$ cat src/sv/oscillator_neighbor_coupling_core_assert.svh
// Assertion macros shared by the coupling core. Both sample on clk and are
// switched off while rst_n is low.
`ifndef OSCILLATOR_NEIGHBOR_COUPLING_CORE_ASSERT_SVH
`define OSCILLATOR_NEIGHBOR_COUPLING_CORE_ASSERT_SVH

// The consequent must hold in the same cycle as the condition.
`define ONC_ASSERT_NOW(label, cond, prop, msg) \
    label: assert property (@(posedge clk) disable iff (!rst_n) (cond) |-> (prop)) \
        else $error(msg);

// The consequent must hold in the cycle after the condition.
`define ONC_ASSERT_NEXT(label, cond, prop, msg) \
    label: assert property (@(posedge clk) disable iff (!rst_n) (cond) |=> (prop)) \
        else $error(msg);

`endif

$ cat src/sv/onc_pkg.sv
package onc_pkg;

    localparam int IDX_W       = 6;
    localparam int PHASE_W     = 16;
    localparam int COORD_W     = 3;
    localparam int TOPO_W      = 3;
    localparam int CFG_INDEX_W = 1;
    localparam int STORE_DEPTH = 64;
    localparam int SLOTS       = 8;
    localparam int SLOT_W      = 3;

    localparam logic [PHASE_W-1:0] PHASE_ONE  = 16'h8000;
    localparam logic [PHASE_W-1:0] STEP_RESET = 16'd328;

    // Input item modes.
    localparam logic MODE_WRITE = 1'b0;
    localparam logic MODE_FIRE  = 1'b1;

    // Configuration register indexes.
    localparam logic [CFG_INDEX_W-1:0] CFG_TOPOLOGY      = 1'b0;
    localparam logic [CFG_INDEX_W-1:0] CFG_COUPLING_STEP = 1'b1;

    // Topology codes.
    localparam logic [TOPO_W-1:0] TOPO_FOUR_BOUNDED  = 3'd0;
    localparam logic [TOPO_W-1:0] TOPO_FOUR_TORUS    = 3'd1;
    localparam logic [TOPO_W-1:0] TOPO_EIGHT_BOUNDED = 3'd2;
    localparam logic [TOPO_W-1:0] TOPO_EIGHT_TORUS   = 3'd3;
    localparam logic [TOPO_W-1:0] TOPO_GLOBAL        = 3'd4;

    // Neighbour slots in visiting order: right, down-right, left, up-left,
    // down, down-left, up, up-right. Bit s of each mask describes slot s.
    localparam logic [SLOTS-1:0] SLOT_COL_RIGHT = 8'b1000_0011;
    localparam logic [SLOTS-1:0] SLOT_COL_LEFT  = 8'b0010_1100;
    localparam logic [SLOTS-1:0] SLOT_ROW_DOWN  = 8'b0011_0010;
    localparam logic [SLOTS-1:0] SLOT_ROW_UP    = 8'b1100_1000;
    localparam logic [SLOTS-1:0] SLOT_DIAGONAL  = 8'b1010_1010;

    typedef struct packed {
        logic write_item;
        logic load;
        logic issue;
        logic update;
    } cmd_t;

    typedef struct packed {
        logic item_write;
        logic item_fire;
        logic issue_last;
    } status_t;

endpackage

$ cat src/sv/oscillator_neighbor_coupling_core.sv
// Channel  | Handshake                      | Payload
// ---------+--------------------------------+----------------------------------
// item     | start, busy (taken: start&!busy) | mode, osc_index, phase_value
// result   | result_valid (one-cycle strobe)  | target_index, new_phase, last
// config   | cfg_valid, cfg_ready             | cfg_index, cfg_data
//
// A write item never raises busy; its echo appears in the cycle after the transaction.
// A fire item keeps busy high while its n neighbour updates issue and write back, one
// update per cycle through the single read and write port of the phase memory: up to
// eight in eight-way modes, four in four-way modes, OscCount - 1 in global mode.
// Each result is strobed in the cycle after its write-back; results cannot be stalled.
// Reset clears all phases through per-entry valid bits, with no clearing pass.
`include "oscillator_neighbor_coupling_core_assert.svh"

module oscillator_neighbor_coupling_core #(
    parameter int GRID_WIDTH  = 8,
    parameter int GRID_HEIGHT = 8
) (
    input  logic                            clk,
    input  logic                            rst_n,
    input  logic                            start,
    output logic                            busy,
    input  logic                            mode,
    input  logic [onc_pkg::IDX_W-1:0]       osc_index,
    input  logic [onc_pkg::PHASE_W-1:0]     phase_value,
    output logic                            result_valid,
    output logic [onc_pkg::IDX_W-1:0]       target_index,
    output logic [onc_pkg::PHASE_W-1:0]     new_phase,
    output logic                            last,
    input  logic                            cfg_valid,
    output logic                            cfg_ready,
    input  logic [onc_pkg::CFG_INDEX_W-1:0] cfg_index,
    input  logic [onc_pkg::PHASE_W-1:0]     cfg_data
);

    onc_pkg::cmd_t    cmd;
    onc_pkg::status_t sts;

    // Registers take a write only while no item is offered or in progress.
    assign cfg_ready = !busy && !start;

    onc_ctrl u_ctrl (
        .clk   (clk),
        .rst_n (rst_n),
        .start (start),
        .sts   (sts),
        .cmd   (cmd),
        .busy  (busy)
    );

    onc_datapath #(
        .GRID_WIDTH  (GRID_WIDTH),
        .GRID_HEIGHT (GRID_HEIGHT)
    ) u_datapath (
        .clk          (clk),
        .rst_n        (rst_n),
        .cmd          (cmd),
        .sts          (sts),
        .mode         (mode),
        .osc_index    (osc_index),
        .phase_value  (phase_value),
        .cfg_valid    (cfg_valid && cfg_ready),
        .cfg_index    (cfg_index),
        .cfg_data     (cfg_data),
        .result_valid (result_valid),
        .target_index (target_index),
        .new_phase    (new_phase),
        .last         (last)
    );

    `ONC_ASSERT_NEXT(a_write_echo, start && !busy && sts.item_write, result_valid && last && (target_index == $past(osc_index)), "write transaction gave no echo")
    `ONC_ASSERT_NOW(a_fire_closes, $fell(busy), result_valid && last, "fire ended without a final result")
    `ONC_ASSERT_NOW(a_mid_result, result_valid && !last, busy, "non-final result outside a fire")
    `ONC_ASSERT_NOW(a_phase_range, result_valid, new_phase <= onc_pkg::PHASE_ONE, "result phase above one")

endmodule

$ cat src/sv/onc_ctrl.sv
module onc_ctrl (
    input  logic             clk,
    input  logic             rst_n,
    input  logic             start,
    input  onc_pkg::status_t sts,
    output onc_pkg::cmd_t    cmd,
    output logic             busy
);

    localparam logic [1:0] ST_IDLE  = 2'd0;
    localparam logic [1:0] ST_ISSUE = 2'd1;
    localparam logic [1:0] ST_FINAL = 2'd2;

    logic [1:0] state_reg;
    logic [1:0] state_next;
    logic       upd_reg;
    logic       upd_next;
    logic       accept;

    assign accept = start && (state_reg == ST_IDLE);

    always_comb
    begin
        state_next = state_reg;
        unique case (state_reg)
            ST_IDLE:
            begin
                if (accept && sts.item_fire)
                begin
                    state_next = ST_ISSUE;
                end
            end
            ST_ISSUE:
            begin
                if (sts.issue_last)
                begin
                    state_next = ST_FINAL;
                end
            end
            ST_FINAL:
            begin
                state_next = ST_IDLE;
            end
            default:
            begin
                state_next = ST_IDLE;
            end
        endcase
    end

    // A neighbour read in one cycle is written back in the next.
    assign upd_next = (state_reg == ST_ISSUE);

    always_ff @(posedge clk or negedge rst_n)
    begin
        if (!rst_n)
        begin
            state_reg <= ST_IDLE;
            upd_reg   <= 1'b0;
        end
        else
        begin
            state_reg <= state_next;
            upd_reg   <= upd_next;
        end
    end

    assign cmd.write_item = accept && sts.item_write;
    assign cmd.load       = accept && sts.item_fire;
    assign cmd.issue      = (state_reg == ST_ISSUE);
    assign cmd.update     = upd_reg;
    assign busy           = (state_reg != ST_IDLE);

endmodule

$ cat src/sv/onc_datapath.sv
module onc_datapath #(
    parameter int GRID_WIDTH,
    parameter int GRID_HEIGHT
) (
    input  logic                                clk,
    input  logic                                rst_n,
    input  onc_pkg::cmd_t                       cmd,
    output onc_pkg::status_t                    sts,
    input  logic                                mode,
    input  logic [onc_pkg::IDX_W-1:0]           osc_index,
    input  logic [onc_pkg::PHASE_W-1:0]         phase_value,
    input  logic                                cfg_valid,
    input  logic [onc_pkg::CFG_INDEX_W-1:0]     cfg_index,
    input  logic [onc_pkg::PHASE_W-1:0]         cfg_data,
    output logic                                result_valid,
    output logic [onc_pkg::IDX_W-1:0]           target_index,
    output logic [onc_pkg::PHASE_W-1:0]         new_phase,
    output logic                                last
);

    localparam int IdxW   = onc_pkg::IDX_W;
    localparam int CntW   = onc_pkg::IDX_W + 1;
    localparam int PhaseW = onc_pkg::PHASE_W;
    localparam int CoordW = onc_pkg::COORD_W;
    localparam int TopoW  = onc_pkg::TOPO_W;
    localparam int SlotW  = onc_pkg::SLOT_W;
    localparam int Slots  = onc_pkg::SLOTS;
    localparam int Depth  = onc_pkg::STORE_DEPTH;
    localparam int OscCount = GRID_WIDTH * GRID_HEIGHT;

    localparam logic [CoordW-1:0] ColMax     = CoordW'(GRID_WIDTH - 1);
    localparam logic [CoordW-1:0] RowMax     = CoordW'(GRID_HEIGHT - 1);
    localparam logic [IdxW-1:0]   IdxLast    = IdxW'(OscCount - 1);
    localparam logic [IdxW-1:0]   IdxPenult  = IdxW'(OscCount - 2);

    // Configuration.
    logic [TopoW-1:0]  topology_reg;
    logic [PhaseW-1:0] step_reg;

    // Decoding of the offered item.
    logic [CntW-1:0]   idx_ext;
    logic              in_grid;
    logic [CoordW-1:0] row_in;
    logic [CoordW-1:0] col_in;
    logic [Slots-1:0]  mask_in;
    logic              wrap;
    logic              eight;
    logic              edge_ok;

    // Fire context.
    logic [IdxW-1:0]   idx_reg;
    logic [CoordW-1:0] row_reg;
    logic [CoordW-1:0] col_reg;
    logic [Slots-1:0]  mask_reg;
    logic              global_reg;
    logic [IdxW-1:0]   cursor_reg;
    logic [IdxW-1:0]   glast_reg;

    // Target selection.
    logic [SlotW-1:0]  slot;
    logic [Slots-1:0]  mask_rest;
    logic [CoordW-1:0] tgt_row;
    logic [CoordW-1:0] tgt_col;
    logic [IdxW-1:0]   grid_tgt;
    logic [IdxW-1:0]   tgt;
    logic [IdxW-1:0]   cursor_step;

    // Read-modify-write.
    logic [IdxW-1:0]   upd_tgt_reg;
    logic              upd_last_reg;
    logic [PhaseW-1:0] rd_data_reg;
    logic [PhaseW:0]   sum;
    logic [PhaseW-1:0] sat_sum;
    logic [PhaseW-1:0] clamp;
    logic              wr_en;
    logic [IdxW-1:0]   wr_addr;
    logic [PhaseW-1:0] wr_data;
    logic [PhaseW-1:0] phase_mem_reg [Depth];
    logic [Depth-1:0]  valid_reg;

    // Results.
    logic              result_valid_reg;
    logic [IdxW-1:0]   target_reg;
    logic [PhaseW-1:0] phase_reg;
    logic              last_reg;

    always_ff @(posedge clk or negedge rst_n)
    begin
        if (!rst_n)
        begin
            topology_reg <= onc_pkg::TOPO_FOUR_BOUNDED;
            step_reg     <= onc_pkg::STEP_RESET;
        end
        else if (cfg_valid)
        begin
            unique case (cfg_index)
                onc_pkg::CFG_TOPOLOGY:      topology_reg <= cfg_data[TopoW-1:0];
                onc_pkg::CFG_COUPLING_STEP: step_reg     <= cfg_data;
            endcase
        end
    end

    assign idx_ext = {1'b0, osc_index};
    assign in_grid = (idx_ext < CntW'(OscCount));

    assign sts.item_write = (mode == onc_pkg::MODE_WRITE) && in_grid;
    assign sts.item_fire  = (mode == onc_pkg::MODE_FIRE) && in_grid
                            && (topology_reg <= onc_pkg::TOPO_GLOBAL);

    // Row is the number of full grid rows below the index.
    always_comb
    begin
        row_in = '0;
        for (int k = 1; k < GRID_HEIGHT; k++)
        begin
            if (idx_ext >= CntW'(k * GRID_WIDTH))
            begin
                row_in = CoordW'(k);
            end
        end
    end

    assign col_in = CoordW'(osc_index - IdxW'(row_in * GRID_WIDTH));

    assign wrap  = (topology_reg == onc_pkg::TOPO_FOUR_TORUS)
                   || (topology_reg == onc_pkg::TOPO_EIGHT_TORUS);
    assign eight = (topology_reg == onc_pkg::TOPO_EIGHT_BOUNDED)
                   || (topology_reg == onc_pkg::TOPO_EIGHT_TORUS);

    always_comb
    begin
        edge_ok = 1'b0;
        for (int s = 0; s < Slots; s++)
        begin
            edge_ok = (!onc_pkg::SLOT_COL_RIGHT[s] || (col_in != ColMax))
                      && (!onc_pkg::SLOT_COL_LEFT[s] || (col_in != '0))
                      && (!onc_pkg::SLOT_ROW_DOWN[s] || (row_in != RowMax))
                      && (!onc_pkg::SLOT_ROW_UP[s] || (row_in != '0));
            mask_in[s] = (eight || !onc_pkg::SLOT_DIAGONAL[s]) && (wrap || edge_ok);
        end
    end

    // Lowest pending slot is visited first.
    always_comb
    begin
        slot = '0;
        for (int s = Slots - 1; s >= 0; s--)
        begin
            if (mask_reg[s])
            begin
                slot = SlotW'(s);
            end
        end
    end

    assign mask_rest = mask_reg & ~(Slots'(1) << slot);

    always_comb
    begin
        tgt_row = row_reg;
        if (onc_pkg::SLOT_ROW_DOWN[slot])
        begin
            tgt_row = (row_reg == RowMax) ? '0 : row_reg + 1'b1;
        end
        else if (onc_pkg::SLOT_ROW_UP[slot])
        begin
            tgt_row = (row_reg == '0) ? RowMax : row_reg - 1'b1;
        end
        tgt_col = col_reg;
        if (onc_pkg::SLOT_COL_RIGHT[slot])
        begin
            tgt_col = (col_reg == ColMax) ? '0 : col_reg + 1'b1;
        end
        else if (onc_pkg::SLOT_COL_LEFT[slot])
        begin
            tgt_col = (col_reg == '0) ? ColMax : col_reg - 1'b1;
        end
    end

    assign grid_tgt = IdxW'(tgt_row * GRID_WIDTH) + IdxW'(tgt_col);
    assign tgt      = global_reg ? cursor_reg : grid_tgt;

    assign sts.issue_last = global_reg ? (cursor_reg == glast_reg) : (mask_rest == '0);

    // The global sweep steps over the firing oscillator.
    assign cursor_step = ((cursor_reg + 1'b1) == idx_reg) ? cursor_reg + IdxW'(2)
                                                          : cursor_reg + 1'b1;

    always_ff @(posedge clk)
    begin
        if (cmd.load)
        begin
            idx_reg    <= osc_index;
            row_reg    <= row_in;
            col_reg    <= col_in;
            mask_reg   <= mask_in;
            global_reg <= (topology_reg == onc_pkg::TOPO_GLOBAL);
            cursor_reg <= (osc_index == '0) ? IdxW'(1) : '0;
            glast_reg  <= (osc_index == IdxLast) ? IdxPenult : IdxLast;
        end
        else if (cmd.issue)
        begin
            mask_reg   <= mask_rest;
            cursor_reg <= cursor_step;
        end
    end

    assign sum     = {1'b0, rd_data_reg} + {1'b0, step_reg};
    assign sat_sum = (sum > {1'b0, onc_pkg::PHASE_ONE}) ? onc_pkg::PHASE_ONE
                                                        : sum[PhaseW-1:0];
    assign clamp   = (phase_value > onc_pkg::PHASE_ONE) ? onc_pkg::PHASE_ONE : phase_value;

    assign wr_en   = cmd.write_item || cmd.update;
    assign wr_addr = cmd.update ? upd_tgt_reg : osc_index;
    assign wr_data = cmd.update ? sat_sum : clamp;

    always_ff @(posedge clk)
    begin
        if (wr_en)
        begin
            phase_mem_reg[wr_addr] <= wr_data;
        end
    end

    // A read of the entry being written back this cycle takes the new value,
    // so a neighbour listed twice in a row sees its first bump.
    always_ff @(posedge clk)
    begin
        if (cmd.issue)
        begin
            if (wr_en && (wr_addr == tgt))
            begin
                rd_data_reg <= wr_data;
            end
            else
            begin
                rd_data_reg <= valid_reg[tgt] ? phase_mem_reg[tgt] : '0;
            end
            upd_tgt_reg  <= tgt;
            upd_last_reg <= sts.issue_last;
        end
    end

    always_ff @(posedge clk or negedge rst_n)
    begin
        if (!rst_n)
        begin
            valid_reg        <= '0;
            result_valid_reg <= 1'b0;
        end
        else
        begin
            if (wr_en)
            begin
                valid_reg[wr_addr] <= 1'b1;
            end
            result_valid_reg <= wr_en;
        end
    end

    always_ff @(posedge clk)
    begin
        if (wr_en)
        begin
            target_reg <= wr_addr;
            phase_reg  <= wr_data;
            last_reg   <= cmd.update ? upd_last_reg : 1'b1;
        end
    end

    assign result_valid = result_valid_reg;
    assign target_index = target_reg;
    assign new_phase    = phase_reg;
    assign last         = last_reg;

endmodule

$ cat config.mk
export PLATFORM = sky130hd
export DESIGN_NAME = oscillator_neighbor_coupling_core
export DESIGN_NICKNAME = d
export VERILOG_FILES = /design/src/sv/onc_pkg.sv /design/src/sv/oscillator_neighbor_coupling_core.sv /design/src/sv/onc_ctrl.sv /design/src/sv/onc_datapath.sv
export VERILOG_INCLUDE_DIRS = /design/src /design/src/sv
export SDC_FILE = /design/constraint.sdc
export NUM_CORES = 2
export LEC_CHECK = 0
export BUFFER_PORTS_ARGS = -buffer_cell sky130_fd_sc_hd__buf_2
export CAP_MARGIN = 20
export CORE_UTILIZATION = 44
export DETAILED_ROUTE_END_ITERATION = 8
export SLEW_MARGIN = 20
export SYNTH_ARGS = -nofsm -noshare
export SYNTH_HDL_FRONTEND = slang
export SYNTH_SLANG_ARGS = --single-unit
$ cat constraint.sdc
create_clock -name clk -period 4.95 [get_ports clk]
set_input_delay 0.99 -clock clk [delete_from_list [all_inputs] [get_ports clk]]
set_output_delay 0.99 -clock clk [all_outputs]
set_load 0.05 [all_outputs]
-- Word-level counts from Yosys, hierarchy flattened
Memories as Yosys holds them, arrays and structs flattened.
Cells that the tools add are included.
- register bits after elaboration: 166
- word-level logic and storage cells: 163
- bits in read-only memories: 32
- memories kept: 5
- output and inout bits: 26
- memory bits (writable): 1024
- input port bits: 44
- $add $sub $neg: 9
- reductions and logical operators: 43
- order comparisons: 15
- muxes and demuxes: 51
- bitwise operators: 5
- eq/ne operators: 15
- shift operators: 1
- memories (name ; words ; width ; read ports ; clocked after memory_dff ; wr ports ; RTL line ; text):
    u_datapath.phase_mem_reg ; 64 ; 16 ; 1 ; 0 ; 1 ; onc_datapath.sv:78 ; logic [PhaseW-1:0] phase_mem_reg [Depth];
    (name not given) ; 8 ; 1 ; 1 ; 0 ; 0 ; onc_datapath.sv:161 ; if (onc_pkg::SLOT_ROW_DOWN[slot])
    (name not given) ; 8 ; 1 ; 1 ; 0 ; 0 ; onc_datapath.sv:165 ; else if (onc_pkg::SLOT_ROW_UP[slot])
    (name not given) ; 8 ; 1 ; 1 ; 0 ; 0 ; onc_datapath.sv:170 ; if (onc_pkg::SLOT_COL_RIGHT[slot])
    (name not given) ; 8 ; 1 ; 1 ; 0 ; 0 ; onc_datapath.sv:174 ; else if (onc_pkg::SLOT_COL_LEFT[slot])
- operator list (cell ; number):
    $mux W16 ; 5
    $mux W3 ; 22
    $or A64 B64 Y64 ; 1
    $mux W6 ; 5
    $ge A6 B6 Y1 const B ; 4
    $lt A6 B7 Y1 const B ; 3
    $eq A6 B6 Y1 ; 3
    $logic_and A1 B1 Y1 ; 18
    $add A16 B16 Y17 ; 1
    $gt A17 B16 Y1 const B ; 1
    $gt A16 B16 Y1 const B ; 1
    $mux W8 ; 2
    $ge A6 B5 Y1 const B ; 2
    $mux W1 ; 12
    $logic_or A1 B1 Y1 ; 11
    $eq A3 B3 Y1 const B ; 3
    $sub A3 B1 Y3 const B ; 3
    $and A8 B8 Y8 ; 1
    $logic_not A8 Y1 ; 1
    $not A8 Y8 ; 1
    $shl A1 B3 Y8 const A ; 1
    $add A3 B1 Y3 const B ; 2
    $add A6 B1 Y6 const B ; 1
    $add A6 B2 Y6 const B ; 1
    23 further kinds ; 34

-- Depth between registers and ports, before layout
- depth after elaboration: 18
- gate-level depth with buffers: 18
- gate-level depth less buffers: 13

-- Modules after synthesis
A second synthesis with hierarchy kept.
- cells, all modules: 3563
- area, all modules: 48636.6 sq um
- modules (own cells, without submodules) (module ; area each (sq um) ; cells each ; sequential area each (sq um) ; instances):
    onc_datapath ; 48472.7 ; 3547 ; 34987.3 ; 1
    onc_ctrl ; 147.6 ; 14 ; 75.1 ; 1
    oscillator_neighbor_coupling_core ; 16.3 ; 2 ; 0.0 ; 1

-- Worst setup path after synthesis
No wires, ideal clock.
- path kind: reg-to-reg
- from: register u_datapath.rd_data_reg[1]
- to: register u_datapath.rd_data_reg[11] (data pin)
- stages on the path, launching flop included: 13
- buffers on the path: 1
- setup slack: 0.754 ns
- data required time: 4.793 ns
- setup time: 0.157 ns
- arrival time: 4.039 ns
- clock period less this slack: 4.196 ns
- path through: edfxtp_1 -> ha_1 -> a211oi_1 -> o21ai_0 -> a221oi_1 -> a311oi_1 -> or2_2 -> a2111oi_4 -> buf_2 -> a22o_1 -> nor2b_1 -> a21oi_1 -> a32oi_1
- longest elaborated chain between the ends: 5
- ends and longest elaborated chain (what ; RTL line ; text):
    from (decl) ; onc_datapath.sv:71 ; logic [PhaseW-1:0] rd_data_reg;
    from (signal assigned) ; onc_datapath.sv:233 ; rd_data_reg <= wr_data;
    from (signal assigned) ; onc_datapath.sv:237 ; rd_data_reg <= valid_reg[tgt] ? phase_mem_reg[tgt] : '0;
    $add A16 B16 Y17 (*) ; onc_datapath.sv:208 ; assign sum = {1'b0, rd_data_reg} + {1'b0, step_reg};
    $gt A17 B16 Y1 ; onc_datapath.sv:209 ; assign sat_sum = (sum > {1'b0, onc_pkg::PHASE_ONE}) ? onc_pkg::PHASE_ONE
    $mux W16 (*) ; onc_datapath.sv:209 ;
    $mux W16 (*) ; onc_datapath.sv:215 ; assign wr_data = cmd.update ? sat_sum : clamp;
    named net u_datapath.wr_data[11] ; onc_datapath.sv:77 ; logic [PhaseW-1:0] wr_data;
    $mux W16 (*) ; onc_datapath.sv:231 ; if (wr_en && (wr_addr == tgt))
Mark *: on every way through the listed nets, which the timed path passes. The rest lies on a longest branch.
A chain may end at the register's enable or synchronous reset.

-- Final worst setup path
- from: register u_datapath.mask_reg[4]
- to: register u_datapath.rd_data_reg[7] (data pin)
- longest elaborated chain between the ends: 15
- elaborated cells between the ends (all ways): 26
- classes of those cells: 1 x add/sub; 1 x eq/ne; 18 x mux; 1 x reduce/logical; 5 x memory
- ends and longest elaborated chain (what ; RTL line ; text):
    from (decl) ; onc_datapath.sv:54 ; logic [Slots-1:0] mask_reg;
    from (signal assigned) ; onc_datapath.sv:196 ; mask_reg <= mask_in;
    from (signal assigned) ; onc_datapath.sv:203 ; mask_reg <= mask_rest;
    $mux W3 (*) (5 in series) ; onc_datapath.sv:149 ; if (mask_reg[s])
    $mem_v2 Z8 W1, on equally long branches ; - ;
    $mux W1, on equally long branches ; onc_datapath.sv:174, onc_datapath.sv:165 ;
    $mux W3, on equally long branches ; onc_datapath.sv:174, onc_datapath.sv:165 ;
    $mux W3, on equally long branches ; onc_datapath.sv:170, onc_datapath.sv:161 ;
    $add A6 B3 Y6 (*) ; onc_datapath.sv:180 ; assign grid_tgt = IdxW'(tgt_row * GRID_WIDTH) + IdxW'(tgt_col);
    $mux W6 (*) ; onc_datapath.sv:181 ; assign tgt = global_reg ? cursor_reg : grid_tgt;
    $bmux W1 S6 ; onc_datapath.sv:237 ;
    $mux W1 (not written as such) ; onc_datapath.sv:237 ;
    $mux W16 ; onc_datapath.sv:237 ;
    $mux W16 (*) ; onc_datapath.sv:231 ;
Mark *: on every way between the ends. The rest lies on a longest branch, timed or not. The select of a mux whose other input is x is not followed.

==> impl_results.md <==
- Core ar.: 111,000 µm²
- Multi-input logic area: 13,000 µm²
- CTS root buf: clkbuf_16
- Largest family of logic cells by synthesized area: simple AND/OR/NAND/NOR gates
- Worst Slack Setup Final: 0.364 ns
- TritonRoute pass-1 iters: 6
- Largest net degree at the start of global routing: 76
- Max-slew violations: 0
- Synth unique cells: 85
- Die Width: 336 µm
- CTS buffer count: 117
- WS Path Type: flip-flop to flip-flop
- PwrDens: 741 nW/µm²
- Initial antenna violation count: 7
- Rel. slew slack: 24.6%
- Max cap viols: 0
- Area grow syn2layout: 14.8%
- Setup Buffers After CTS: 0
- Die H: 336 µm
- Asr flop ratio synth: 7.36%
- Yosys reg bits: 1,182
- Post-Place Cells: 5,158
- Fillers: 9,369
- First-pass GRT wire length: 214,000 µm
- DR vias/cell: 5.93
- GRT Resource Usage Total: 26.5%
- Yosys warnings: 0
- Mean post-synth cell area: 13.7 µm²
- I/O pin cnt: 70
- Share of the yosys chip area belonging to registers: 71.3%
- Final ANT Viol Nets: 0
- Most frequent cells after synthesis: 1,095 x edfxtp_1, 658 x nand2_1, 287 x mux2i_1, 277 x nand3_1, 129 x a21oi_1
- Setup crit end kind: flip-flop
- CP peak stage delay: 0.87 ns
- Syn nets: 3,672
- Overflow after GRT: 0
- Final WL: 151,000 µm
- Iter 0 DRT Violations: 3,774
- Simple-Gate Fraction of Synth Area: 12.0%
- Vias in the first global route: 29.6k
- Clk slew on worst S/H paths: 0.07 ns
- Count leader, synth: edfxtp_1
- Die ar.: 113,000 µm²
- Synth Area in XOR/XNOR: 0.481%
- Synth area leaders: edfxtp_1 67%, mux2i_1 5.8%, nand2_1 5.0%
- Max Freq: 218 MHz
- Number of flops mapped to enable cells by yosys: 1,095
- Resized Gates After CTS: 0
- Clk Latency, worst-skew pair: 0.73 ns
- Reg area: 35,100 µm²
- Via count: 31.9k
- Gate Count Post-Synth: 3,601
- WL/cell: 28.0 µm
- Clk_skew: 0.0283 ns
- Initial core utilization: 44.4%
- IO Port Bufs: 69
- Final setup viols: 0
- Hpwl dp: 98,000 µm
- Multiplexer share of the synthesized area: 6.32%
- Post-synth top area share: 66.8%
- Row cnt: 122
- CTS max path bufs: 3
- Final cycle utilization of the critical path: 92.7%
- Ys flop type: edfxtp_1
- Final hold vios: 0
- Cts hold-fix bufs: 0
- Min-Delay Path Class: input pin to async pin
- Tmin final: 4.59 ns
- CP most frequent cell: a32oi_1
- Adder-cell share of the synthesized area: 0.702%
- Worst-path maximum fanout: 38
- RSZ-0062 raised after global routing: no
- Synth Area in Compound Gates: 6.80%
- Crit path max-delay cell type: nor3_1
- Total negative slack: 0 ns
- CP cell instances: or4_4 > o21ai_4 > o21ai_2 > a31oi_4 > inv_8 > buf_12 > buf_4 > mux2i_1 > a32oi_1 > o21ai_0 > nor3_1 > o211ai_1 > a32oi_1
- Post-route cell area: 56,500 µm²
- Nets: 3,860
- GP Congestion: 0.977
- Post-synth top area cell: edfxtp_1
- Setup WS pre-CTS: 0.492 ns
- Status: complete, no violations
- Cell Area, Synth: 49,200 µm²
- Static Leak: 20.3 nW
- Htree depth: 3
- Worst slew pin tran: 1.12 ns
- CTS tree: built
- Worst EP required: 5.52 ns
- Max FFs per register: 1,024
- CP Launch Type: flip-flop
- Drc violations: 0
- Layout cells sized above 1: 15.2%
- Peak VDD IR: 0.609 mV
- Post-DP Area: 52,500 µm²
- Non-Filler Instances: 5,381
- WP data arrival: 5.15 ns
- TritonCTS Sinks: 1,182
-- critical path: cells and delay by family (launching register included) --
family | cells | cell delay (ns)
AOI/OAI and AO/OA | 7 | 1.59
and+or+nand+nor | 2 | 1.46
DFF | 1 | 0.50
buffers and inverters | 3 | 0.70
muxes | 1 | 0.15
-- through the flow --
stage,utilization (%),hold slack [ns],total power [mW]
global placement,47.3,0.438,32.5
CTS,50.9,0.324,41.7
floorplan,-,0.427,24.7
finish,51.0,0.312,41.9
global route,50.9,0.366,43.2
detailed placement,47.4,0.445,32.6
-- worst paths after layout --
| kind | from | to | slack (ns) | cells past startpoint |
|---|---|---|---|---|
| worst max-delay path | u_datapath.mask_reg[4]$_DFFE_PP_ | u_datapath.rd_data_reg[7]$_DFFE_PP_ | 0.36 | 13 |
| worst min-delay path | rst_n | u_datapath.result_valid$_DFF_PN0_ | 0.31 | 1 |
| worst max register to register | u_datapath.mask_reg[4]$_DFFE_PP_ | u_datapath.rd_data_reg[7]$_DFFE_PP_ | 0.36 | 13 |
| worst min register to register | u_datapath.valid_reg[8]$_DFFE_PN0P_ | u_datapath.valid_reg[8]$_DFFE_PN0P_ | 0.46 | 2 |
| max in group asynchronous | rst_n | u_datapath.valid_reg[19]$_DFFE_PN0P_ | 3.43 | 2 |
| min in group clk | u_datapath.valid_reg[8]$_DFFE_PN0P_ | u_datapath.valid_reg[8]$_DFFE_PN0P_ | 0.46 | 2 |
-- area by class of cell --
cell class	count	share of cell area, %
timing repair buffer	277	4.10
sequential	1182	62.1
clock buffer	149	5.54
inverter	61	0.432
multi-input combinational	2150	23.0
clock inverter	71	1.50
antenna	3	0.0133
tap	1488	3.30
-- power by group --
| group | leakage, nW | switching, mW | internal (mW) |
|---|---|---|---|
| clock | 1.92 | 3.88 | 5.28 |
| sequential | 11.1 | 0.634 | 14.6 |
| combinational | 7.21 | 12.7 | 4.79 |
-- cells in the final DEF (no fill, tap or decap), drive strengths merged, types with 26 or more instances in the layout --
cell       n
nand2    658
nor2     127
dfrtp     84
a211oi    31
clkinv    44
mux2i    287
o21ai     65
a32oi     27
ha        26
nor3      37
inv       66
edfxtp  1095
a21oi    131
buf      277
or2       61
a31oi     57
nand3    279
nand4     54
clkbuf   149
-- routing by layer --
layer  up-vias  share of wire [%]  GRT usage, %  wire [µm]
li1      13918                  -             -          -
met1     16064                 41          36.6      62000
met2      1615                 46          41.3      69400
met3       290                8.8          4.62      13300
met4         4                4.1          10.9       6150
met5         -              0.017             0         25
-- logic make-up after synthesis --
logic type | count (synthesis)
compound gates | 491
xor+xnor | 27
fa+ha+maj | 27
buf+inv | 269
flops | 1182
mux | 308
simple gates | 1297
Power figures use the tool's default switching activity.
